`config.mk`:
```
export PLATFORM = sky130hd
export DESIGN_NAME = elevator_request_queue
export DESIGN_NICKNAME = d
export VERILOG_FILES = /design/src/rtl/core/erq_pkg.sv /design/src/rtl/core/erq_ram.sv /design/src/rtl/core/erq_dpath.sv /design/src/rtl/core/erq_ctrl.sv /design/src/rtl/core/elevator_request_queue.sv
export SDC_FILE = /design/constraint.sdc
export NUM_CORES = 1
export LEC_CHECK = 0
export BUFFER_PORTS_ARGS = -buffer_cell sky130_fd_sc_hd__buf_2
export CORE_MARGIN = 1.5
export CORE_UTILIZATION = 60
export CTS_BUF_LIST = sky130_fd_sc_hd__clkbuf_16
export CTS_CLUSTER_DIAMETER = 200
export DETAILED_ROUTE_END_ITERATION = 6
export PLACE_DENSITY = 0.77
export SLEW_MARGIN = 20
export SYNTH_ARGS = -nofsm -noshare
export SYNTH_HDL_FRONTEND = slang
export SYNTH_SLANG_ARGS = --single-unit
```
`constraint.sdc`:
```
create_clock -name clk -period 7.3 [get_ports clk]
set_input_delay 0.365 -clock clk [delete_from_list [all_inputs] [get_ports clk]]
set_output_delay 0.365 -clock clk [all_outputs]
set_load 0.02 [all_outputs]
```
`src/rtl/core/erq_pkg.sv`:
```
package erq_pkg;

    // Field widths fixed by the request format
    localparam int TAG_BITS      = 8;
    localparam int POS_BITS      = 4;

    // Operation codes
    localparam logic OP_INSERT = 1'b0;
    localparam logic OP_POP    = 1'b1;

    // Result status codes
    typedef enum logic [1:0] {
        ST_OK    = 2'd0,
        ST_FULL  = 2'd1,
        ST_EMPTY = 2'd2
    } status_t;

    // Address counter update
    typedef enum logic [2:0] {
        IDX_HOLD,
        IDX_ZERO,
        IDX_INC,
        IDX_DEC,
        IDX_LAST
    } idx_sel_t;

    // Table write source
    typedef enum logic [1:0] {
        WR_NONE,
        WR_UP,
        WR_DOWN,
        WR_NEW
    } wr_sel_t;

    // Controller to datapath commands
    typedef struct packed {
        logic     accept;
        idx_sel_t idx_sel;
        wr_sel_t  wr_sel;
        logic     load_prev;
        logic     pos_clear;
        logic     pos_from_idx;
        logic     pos_from_count;
        logic     take_head;
        logic     count_inc;
        logic     count_dec;
        logic     finish;
        status_t  fin_status;
        logic     pop_ok;
    } erq_cmd_t;

    // Datapath to controller status
    typedef struct packed {
        logic count_zero;
        logic count_full;
        logic idx_last;
        logic idx_at_pos;
        logic e_eq_prev;
        logic prev_lt_e;
        logic prev_gt_e;
        logic e_le_cyl;
        logic e_ge_cyl;
        logic prev_le_cyl;
        logic prev_ge_cyl;
    } erq_sts_t;

endpackage

```
`src/rtl/core/erq_ram.sv`:
```
module erq_ram #(
    parameter int WIDTH = 24,
    parameter int DEPTH = 16
) (
    input  logic                     clk,
    input  logic                     we,
    input  logic [$clog2(DEPTH)-1:0] waddr,
    input  logic [WIDTH-1:0]         wdata,
    input  logic [$clog2(DEPTH)-1:0] raddr,
    output logic [WIDTH-1:0]         rdata
);

    logic [WIDTH-1:0] mem [DEPTH];
    logic [WIDTH-1:0] rdata_reg;

    // One write port, one registered read port (read returns old data)
    always_ff @(posedge clk)
    begin
        if (we)
        begin
            mem[waddr] <= wdata;
        end
        rdata_reg <= mem[raddr];
    end

    assign rdata = rdata_reg;

endmodule

```
`src/rtl/core/erq_dpath.sv`:
```
module erq_dpath #(
    parameter int DEPTH    = 16,
    parameter int CYL_BITS = 16
) (
    input  logic                clk,
    input  logic                rst_n,
    input  erq_pkg::erq_cmd_t   cmd,
    output erq_pkg::erq_sts_t   sts,
    input  logic [15:0]         cylinder,
    input  logic [7:0]          tag,
    output logic [1:0]          status,
    output logic [3:0]          position,
    output logic [15:0]         head_cylinder,
    output logic [7:0]          head_tag
);
    import erq_pkg::*;

    localparam int AW = $clog2(DEPTH);
    localparam int CW = $clog2(DEPTH + 1);
    localparam int EW = CYL_BITS + TAG_BITS;

    logic [CW-1:0]       count_reg, count_next;
    logic [CW-1:0]       idx_reg, idx_next;
    logic [CW-1:0]       pos_reg;
    logic [CYL_BITS-1:0] prev_reg;
    logic [CYL_BITS-1:0] cyl_reg;
    logic [TAG_BITS-1:0] tag_reg;
    logic [1:0]          status_reg;
    logic [POS_BITS-1:0] position_reg;
    logic [15:0]         head_cyl_reg;
    logic [7:0]          head_tag_reg;

    logic [CW-1:0]       count_m1;
    logic [CW-1:0]       waddr_full;
    logic                we;
    logic [EW-1:0]       wdata;
    logic [EW-1:0]       rdata;
    logic [CYL_BITS-1:0] e_cyl;
    logic [31:0]         cyl_wide;
    logic [31:0]         e_wide;
    logic [31:0]         pos_wide;

    assign count_m1 = count_reg - CW'(1);
    assign cyl_wide = 32'(cylinder);
    assign e_cyl    = rdata[EW-1:TAG_BITS];
    assign e_wide   = 32'(e_cyl);
    assign pos_wide = 32'(pos_reg);

    // Address counter; the read port follows its next value so that
    // rdata always holds the entry at idx_reg
    always_comb
    begin
        case (cmd.idx_sel)
            IDX_HOLD: idx_next = idx_reg;
            IDX_ZERO: idx_next = '0;
            IDX_INC:  idx_next = idx_reg + CW'(1);
            IDX_DEC:  idx_next = idx_reg - CW'(1);
            IDX_LAST: idx_next = count_m1;
            default:  idx_next = idx_reg;
        endcase
    end

    always_comb
    begin
        count_next = count_reg;
        if (cmd.count_inc)
        begin
            count_next = count_reg + CW'(1);
        end
        else if (cmd.count_dec)
        begin
            count_next = count_m1;
        end
    end

    // Write port: shift up, shift down or place the new request
    always_comb
    begin
        we         = 1'b1;
        waddr_full = pos_reg;
        wdata      = {cyl_reg, tag_reg};
        case (cmd.wr_sel)
            WR_UP:
            begin
                waddr_full = idx_reg + CW'(1);
                wdata      = rdata;
            end
            WR_DOWN:
            begin
                waddr_full = idx_reg - CW'(1);
                wdata      = rdata;
            end
            WR_NEW:
            begin
                waddr_full = pos_reg;
            end
            default:
            begin
                we = 1'b0;
            end
        endcase
    end

    erq_ram #(
        .WIDTH (EW),
        .DEPTH (DEPTH)
    ) u_table (
        .clk   (clk),
        .we    (we),
        .waddr (waddr_full[AW-1:0]),
        .wdata (wdata),
        .raddr (idx_next[AW-1:0]),
        .rdata (rdata)
    );

    // Control counters
    always_ff @(posedge clk or negedge rst_n)
    begin
        if (!rst_n)
        begin
            count_reg <= '0;
            idx_reg   <= '0;
        end
        else
        begin
            count_reg <= count_next;
            idx_reg   <= idx_next;
        end
    end

    // Request, scan and result registers
    always_ff @(posedge clk)
    begin
        if (cmd.accept)
        begin
            cyl_reg <= cyl_wide[CYL_BITS-1:0];
            tag_reg <= tag;
        end
        if (cmd.pos_clear)
        begin
            pos_reg <= '0;
        end
        else if (cmd.pos_from_idx)
        begin
            pos_reg <= idx_reg;
        end
        else if (cmd.pos_from_count)
        begin
            pos_reg <= count_reg;
        end
        if (cmd.load_prev)
        begin
            prev_reg <= e_cyl;
        end
        if (cmd.take_head)
        begin
            head_cyl_reg <= e_wide[15:0];
            head_tag_reg <= rdata[TAG_BITS-1:0];
        end
        if (cmd.finish)
        begin
            status_reg <= cmd.fin_status;
            if (cmd.fin_status == ST_OK && !cmd.pop_ok)
            begin
                position_reg <= pos_wide[POS_BITS-1:0];
            end
            else
            begin
                position_reg <= '0;
            end
            if (!cmd.pop_ok)
            begin
                head_cyl_reg <= '0;
                head_tag_reg <= '0;
            end
        end
    end

    // Status to the controller
    always_comb
    begin
        sts.count_zero  = (count_reg == '0);
        sts.count_full  = (count_reg == CW'(DEPTH));
        sts.idx_last    = (idx_reg == count_m1);
        sts.idx_at_pos  = (idx_reg == pos_reg);
        sts.e_eq_prev   = (e_cyl == prev_reg);
        sts.prev_lt_e   = (prev_reg < e_cyl);
        sts.prev_gt_e   = (prev_reg > e_cyl);
        sts.e_le_cyl    = (e_cyl <= cyl_reg);
        sts.e_ge_cyl    = (e_cyl >= cyl_reg);
        sts.prev_le_cyl = (prev_reg <= cyl_reg);
        sts.prev_ge_cyl = (prev_reg >= cyl_reg);
    end

    assign status        = status_reg;
    assign position      = position_reg;
    assign head_cylinder = head_cyl_reg;
    assign head_tag      = head_tag_reg;

`ifndef NO_ASSERTIONS
    a_count_range: assert property (@(posedge clk) disable iff (!rst_n)
        count_reg <= CW'(DEPTH))
        else $error("entry count above depth");

    a_inc_not_full: assert property (@(posedge clk) disable iff (!rst_n)
        cmd.count_inc |-> !sts.count_full)
        else $error("insert into a full table");

    a_dec_not_empty: assert property (@(posedge clk) disable iff (!rst_n)
        cmd.count_dec |-> !sts.count_zero)
        else $error("pop from an empty table");
`endif

endmodule

```
`src/rtl/core/erq_ctrl.sv`:
```
module erq_ctrl (
    input  logic              clk,
    input  logic              rst_n,
    input  logic              start,
    input  logic              op,
    output logic              busy,
    output logic              done,
    output erq_pkg::erq_cmd_t cmd,
    input  erq_pkg::erq_sts_t sts
);
    import erq_pkg::*;

    typedef enum logic [3:0] {
        S_IDLE,
        S_SCAN_FIRST,
        S_SKIP,
        S_SWEEP,
        S_PASS,
        S_RETURN,
        S_SHIFT,
        S_WRITE,
        S_POP_HEAD,
        S_POP_SHIFT
    } state_t;

    state_t state_reg, state_next;
    state_t phase_next;
    logic   dir_reg, dir_next;      // 1: first sweep ascends
    logic   done_reg, done_next;
    logic   scan_step;
    logic   consume;

    always_comb
    begin
        state_next     = state_reg;
        dir_next       = dir_reg;
        phase_next     = state_reg;
        scan_step      = 1'b0;
        consume        = 1'b0;
        cmd            = '0;
        cmd.idx_sel    = IDX_HOLD;
        cmd.wr_sel     = WR_NONE;
        cmd.fin_status = ST_OK;

        case (state_reg)
            S_IDLE:
            begin
                if (start)
                begin
                    cmd.accept    = 1'b1;
                    cmd.pos_clear = 1'b1;
                    if (op == OP_INSERT)
                    begin
                        if (sts.count_full)
                        begin
                            cmd.finish     = 1'b1;
                            cmd.fin_status = ST_FULL;
                        end
                        else if (sts.count_zero)
                        begin
                            state_next = S_WRITE;
                        end
                        else
                        begin
                            cmd.idx_sel = IDX_ZERO;
                            state_next  = S_SCAN_FIRST;
                        end
                    end
                    else
                    begin
                        if (sts.count_zero)
                        begin
                            cmd.finish     = 1'b1;
                            cmd.fin_status = ST_EMPTY;
                        end
                        else
                        begin
                            cmd.idx_sel = IDX_ZERO;
                            state_next  = S_POP_HEAD;
                        end
                    end
                end
            end

            // Head entry seeds the previous cylinder
            S_SCAN_FIRST:
            begin
                scan_step  = 1'b1;
                consume    = 1'b1;
                phase_next = S_SKIP;
            end

            // Skip the leading run of equal cylinders, then pick direction
            S_SKIP:
            begin
                scan_step = 1'b1;
                if (sts.e_eq_prev)
                begin
                    consume = 1'b1;
                end
                else
                begin
                    dir_next = sts.prev_lt_e;
                    if (sts.prev_lt_e ? sts.prev_le_cyl : sts.prev_ge_cyl)
                    begin
                        phase_next = S_SWEEP;
                        consume    = sts.prev_lt_e ? sts.e_le_cyl : sts.e_ge_cyl;
                    end
                    else
                    begin
                        phase_next = S_PASS;
                        consume    = 1'b1;
                    end
                end
            end

            // Current sweep, up to the request cylinder
            S_SWEEP:
            begin
                scan_step = 1'b1;
                consume   = dir_reg ? (sts.e_le_cyl && !sts.prev_gt_e)
                                    : (sts.e_ge_cyl && !sts.prev_lt_e);
            end

            // Step over the rest of the current sweep
            S_PASS:
            begin
                scan_step = 1'b1;
                if (dir_reg ? !sts.prev_gt_e : !sts.prev_lt_e)
                begin
                    consume = 1'b1;
                end
                else
                begin
                    phase_next = S_RETURN;
                    consume    = dir_reg ? sts.e_ge_cyl : sts.e_le_cyl;
                end
            end

            // Return sweep
            S_RETURN:
            begin
                scan_step = 1'b1;
                consume   = dir_reg ? sts.e_ge_cyl : sts.e_le_cyl;
            end

            // Move entries up from the tail down to the slot
            S_SHIFT:
            begin
                cmd.wr_sel = WR_UP;
                if (sts.idx_at_pos)
                begin
                    state_next = S_WRITE;
                end
                else
                begin
                    cmd.idx_sel = IDX_DEC;
                end
            end

            S_WRITE:
            begin
                cmd.wr_sel    = WR_NEW;
                cmd.count_inc = 1'b1;
                cmd.finish    = 1'b1;
                state_next    = S_IDLE;
            end

            S_POP_HEAD:
            begin
                cmd.take_head = 1'b1;
                if (sts.idx_last)
                begin
                    cmd.count_dec = 1'b1;
                    cmd.finish    = 1'b1;
                    cmd.pop_ok    = 1'b1;
                    state_next    = S_IDLE;
                end
                else
                begin
                    cmd.idx_sel = IDX_INC;
                    state_next  = S_POP_SHIFT;
                end
            end

            // Move entries down by one behind the popped head
            S_POP_SHIFT:
            begin
                cmd.wr_sel = WR_DOWN;
                if (sts.idx_last)
                begin
                    cmd.count_dec = 1'b1;
                    cmd.finish    = 1'b1;
                    cmd.pop_ok    = 1'b1;
                    state_next    = S_IDLE;
                end
                else
                begin
                    cmd.idx_sel = IDX_INC;
                end
            end

            default:
            begin
                state_next = S_IDLE;
            end
        endcase

        // Common step of the slot search
        if (scan_step)
        begin
            if (consume)
            begin
                cmd.load_prev = 1'b1;
                if (sts.idx_last)
                begin
                    cmd.pos_from_count = 1'b1;
                    state_next         = S_WRITE;
                end
                else
                begin
                    cmd.idx_sel = IDX_INC;
                    state_next  = phase_next;
                end
            end
            else
            begin
                cmd.pos_from_idx = 1'b1;
                cmd.idx_sel      = IDX_LAST;
                state_next       = S_SHIFT;
            end
        end
    end

    assign done_next = cmd.finish;

    // State and registered outputs
    always_ff @(posedge clk or negedge rst_n)
    begin
        if (!rst_n)
        begin
            state_reg <= S_IDLE;
            dir_reg   <= 1'b0;
            done_reg  <= 1'b0;
        end
        else
        begin
            state_reg <= state_next;
            dir_reg   <= dir_next;
            done_reg  <= done_next;
        end
    end

    assign busy = (state_reg != S_IDLE);
    assign done = done_reg;

`ifndef NO_ASSERTIONS
    a_done_idle: assert property (@(posedge clk) disable iff (!rst_n)
        done_reg |-> (state_reg == S_IDLE))
        else $error("result strobe while busy");

    a_full_refused: assert property (@(posedge clk) disable iff (!rst_n)
        (start && !busy && op == OP_INSERT && sts.count_full) |=> done_reg)
        else $error("full insert not answered next cycle");

    a_scan_nonempty: assert property (@(posedge clk) disable iff (!rst_n)
        (state_reg == S_SCAN_FIRST || state_reg == S_SKIP || state_reg == S_SWEEP
         || state_reg == S_PASS || state_reg == S_RETURN) |-> !sts.count_zero)
        else $error("slot search on an empty table");
`endif

endmodule

```
`src/rtl/core/elevator_request_queue.sv`:
```
// Elevator-ordered queue of disk requests. A request is taken when start is
// high and busy is low; op 0 inserts (cylinder, tag), op 1 pops the head.
// Exactly one result follows each request, shown for one cycle with done
// high; the receiver cannot stall, so capture it on that cycle. An insert
// into a full queue or a pop of an empty queue answers on the next cycle
// with status full or empty. An insert into an empty queue goes straight
// to the final write. Otherwise the slot search reads one entry a cycle
// from the single-port-read table; when later entries must move up, the
// shift then moves one entry a cycle, and the final write and the result
// follow. A pop reads the head, then makes n-1 shift moves for n entries.
// The next request may be issued in the cycle done is high.
module elevator_request_queue #(
    parameter int DEPTH    = 16,
    parameter int CYL_BITS = 16
) (
    input  logic        clk,
    input  logic        rst_n,
    input  logic        start,
    output logic        busy,
    output logic        done,
    input  logic        op,
    input  logic [15:0] cylinder,
    input  logic [7:0]  tag,
    output logic [1:0]  status,
    output logic [3:0]  position,
    output logic [15:0] head_cylinder,
    output logic [7:0]  head_tag
);
    import erq_pkg::*;

    erq_cmd_t cmd;
    erq_sts_t sts;

    erq_ctrl u_ctrl (
        .clk   (clk),
        .rst_n (rst_n),
        .start (start),
        .op    (op),
        .busy  (busy),
        .done  (done),
        .cmd   (cmd),
        .sts   (sts)
    );

    erq_dpath #(
        .DEPTH    (DEPTH),
        .CYL_BITS (CYL_BITS)
    ) u_dpath (
        .clk           (clk),
        .rst_n         (rst_n),
        .cmd           (cmd),
        .sts           (sts),
        .cylinder      (cylinder),
        .tag           (tag),
        .status        (status),
        .position      (position),
        .head_cylinder (head_cylinder),
        .head_tag      (head_tag)
    );

endmodule

```
==> summary.md <==
| Metric | Value |
|---|---|
| Fin Hold WS | `0.145 ns` |
| Tightest Hold Check Type | `input pin to register` |
| Cell count after synthesis | `1,635` |
| Num CTS Buffers | `48` |
| Htree depth | `2` |
| M1 GR Usage | `40.4%` |
| DRC | `0` |
| Post-synthesis cell area | `0.0209 mm2` |
| Crit path max fanout | `107` |
| Dpl cell area | `0.0217 mm2` |
| Critical Path Start | `u_dpath.u_table.rdata[20]$_DFF_P_` |
| I/O pin count | `60` |
| Gr busiest metal | `met2` |
| Critical hold path startpoint | `op` |
| Layout cells sized above 1 | `12.0%` |
| Least-Margin Pin Slew | `1.18 ns` |
| Vias in the first global route | `13,768` |
| Pin count of the biggest net entering global routing | `108` |
| Syn_area_per_cell | `12.8 um2` |
| Hold path endpoint | `u_ctrl.state_reg[3]$_DFFE_PN0P_` |
| Final #Nets | `1,785` |
| Crit path kind | `register to register` |
| Final setup violation count | `0` |
| Clock Pin Slew Worst Setup and Hold Paths | `0.06 ns` |
| Clk buf depth | `3` |
| Yosys Warn Count | `0` |
| Post-route minimum period | `5.80 ns` |
| Relative slew slack | `21.0%` |
| Status | `finished, final reports clean` |
| CP Launch Type | `register` |
| GRT Overall Usage | `29.4%` |
| Routability cong. | `0.908` |
| Reg2Reg Depth | `14` |
| Clk_skew | `0.0175 ns` |
| CTS tree | `built` |
| Area Growth Syn to Fin | `12.6%` |
| Number of inserted diodes | `0` |
| Final Hold Viols | `0` |
| Critical Path RT | `7.82 ns` |
| Sequential-to-total area share from yosys stat | `68.7%` |
| Initial antenna violation count | `0` |
| Clock Latency Late Sink | `0.57 ns` |
| DR iter-0 viols | `2,136` |
| Crit path arrival time | `6.32 ns` |
| Reg2reg setup slack | `1.50 ns` |
| Post-detailed-route via-to-cell ratio | `6.50` |
| Fmax | `0.172 GHz` |
| Initial core utilization | `60.7%` |
| EDFF count, synth | `430` |
| Seq cells post-synth | `499` |
| Max-Cap Viols | `0` |
| Die X | `190 um` |
| Hold path depth | `3` |
| Post-CTS Setup Inserts | `0` |
| Slew Viols, Final | `0` |
| Worst reg2reg endpoint | `u_dpath.u_table.rdata[21]$_DFF_P_` |
| R2r startpoint | `u_dpath.u_table.rdata[20]$_DFF_P_` |
| Post_cts resized | `0` |
| Die area | `0.0360 mm2` |
| Share of flip-flops with an asynchronous set or reset | `3.21%` |
| Port Buffers | `59` |
| Gr ovfl total | `0` |
| Drt wl/cell | `24.2 um` |
| Row count | `68` |
| CTS root buf | `clkbuf_16` |
| Core area | `0.0345 mm2` |
| Die H | `190 um` |
| GRT met2 Usage | `46.9%` |
| TritonRoute pass-1 iters | `7` |
| Vias | `14,257` |
| Global routing usage on met3 | `5.94%` |
| Crit path capture type | `register` |
| Final Instance Area | `0.0235 mm2` |
| Dpl hpwl | `28,900 um` |
| Ys flop type | `edfxtp_1` |
| Yosys cell types | `64` |
| Flip-flop count of the largest register after layout | `384` |
| RSZ-0062 raised after global routing | `no` |
| Fin Setup TNS | `0 ns` |
| CTS Sinks | `499` |
| Period utilization | `79.4%` |
| First-pass GRT wire length | `79,300 um` |
| Syn nets | `1,719` |
| Routed Antenna Nets | `0` |
| Post-Route WL | `53,200 um` |
[metal layers]
| layer | part of all wire [%] | wire [um] |
|---|---|---|
| met1 | 39 | 20800 |
| met2 | 47 | 24900 |
| met3 | 11 | 5890 |
| met4 | 2.9 | 1570 |
| met5 | 0 | 0 |
[through the flow]
| step | instances | setup WS (ns) | util, % |
|---|---|---|---|
| CTS | 2191 | 1.63 | 68.0 |
| global route | 2195 | 1.20 | 68.3 |
| global placement | 2077 | 1.76 | 62.9 |
| floorplan | 1635 | 3.47 | - |
| detailed placement | 2077 | 1.68 | 62.9 |
| finish | 2195 | 1.50 | 68.3 |
[layout make-up]
cell class	count	area, um2
sequential	499	14400
inverter	49	186
timing repair buffer	115	856
tap	455	569
fill	2265	10900
clock buffer	49	1230
multi-input combinational	988	6030
clock inverter	40	294
[cell usage in the layout, fill, tap and decap left out, types with 4 or more instances in the layout]
| cell type | instances |
|---|---|
| a211oi_1 | 6 |
| a21o_1 | 4 |
| a21oi_1 | 251 |
| a221oi_1 | 98 |
| a22oi_1 | 6 |
| and2_1 | 7 |
| buf_2 | 59 |
| buf_4 | 26 |
| bufinv_16 | 4 |
| clkbuf_16 | 49 |
| clkinv_1 | 15 |
| clkinv_2 | 8 |
| dfrtp_1 | 16 |
| dfxtp_1 | 53 |
| dlygate4sd3_1 | 25 |
| edfxtp_1 | 430 |
| ha_1 | 56 |
| inv_1 | 54 |
| mux2_2 | 12 |
| mux2i_1 | 6 |
| nand2_1 | 295 |
| nand3_1 | 19 |
| nand4_1 | 15 |
| nor2_1 | 39 |
| nor2_4 | 16 |
| nor2b_1 | 6 |
| nor3_1 | 9 |
| nor4_1 | 5 |
| o211ai_1 | 7 |
| o21ai_0 | 27 |
| or3_1 | 4 |
| or4_1 | 25 |
| xnor2_1 | 13 |
| xor2_1 | 11 |
[cell families after synthesis]
group           after synthesis  share of synthesized area, %
mux                          20                          1.10
buf+inv                     148                          3.13
xor+xnor                     24                          1.01
flops                       499                          68.7
compound gates              426                          12.7
fa+ha+maj                    56                          3.35
simple gates                462                          9.96
[cells in the mapped netlist, drive strengths merged (10+ instances only)]
master | count | area share (%)
edfxtp | 430 | 62
nand2 | 295 | 5.3
a21oi | 252 | 6.0
a221oi | 99 | 4.2
ha | 56 | 3.4
nor2 | 55 | 0.99
buf | 53 | 1.4
dfxtp | 53 | 5.1
inv | 49 | 0.88
clkbuf | 46 | 0.83
o21ai | 32 | 0.78
or4 | 25 | 0.90
nand3 | 21 | 0.55
dfrtp | 16 | 1.9
nand4 | 15 | 0.45
mux2 | 13 | 0.70
xnor2 | 13 | 0.54
xor2 | 11 | 0.46
nor3 | 10 | 0.29
[how the worst max path moves through the flow]
stage	end	slack [ns]	depth (start not counted)
3_3_place_gp	u_dpath.u_table.rdata[1]$_DFF_P_	1.76	14
3_5_place_dp	u_dpath.u_table.rdata[1]$_DFF_P_	1.68	14
4_1_cts	u_dpath.u_table.rdata[22]$_DFF_P_	1.63	14
5_1_grt	u_dpath.u_table.rdata[18]$_DFF_P_	1.20	15
2_1_floorplan	u_dpath.u_table.rdata[18]$_DFF_P_	3.47	17
6_report	u_dpath.u_table.rdata[21]$_DFF_P_	1.50	14
[worst max-delay path, stage by stage (launching register included)]
cell and delay, ns:
dfxtp_1 0.56, inv_1 0.09, ha_1 0.32, and4_1 0.21, a221oi_2 0.35, nand3_2 0.23
or4b_1 0.57, nand3_2 0.11, nand3_1 0.38, mux2_8 0.68, inv_4 0.85, buf_12 0.45
a21oi_1 0.15, a221oi_1 0.49, or4_1 0.19
[what timing repair did]
item                                    in CTS  in global routing
endpoints found under the hold margin       40                  0
endpoints found under the setup margin       0                  0
hold buffers                                25                  0
Power is not shown: default switching activity piles up to over one toggle a cycle in this logic, so the estimate is an artifact.
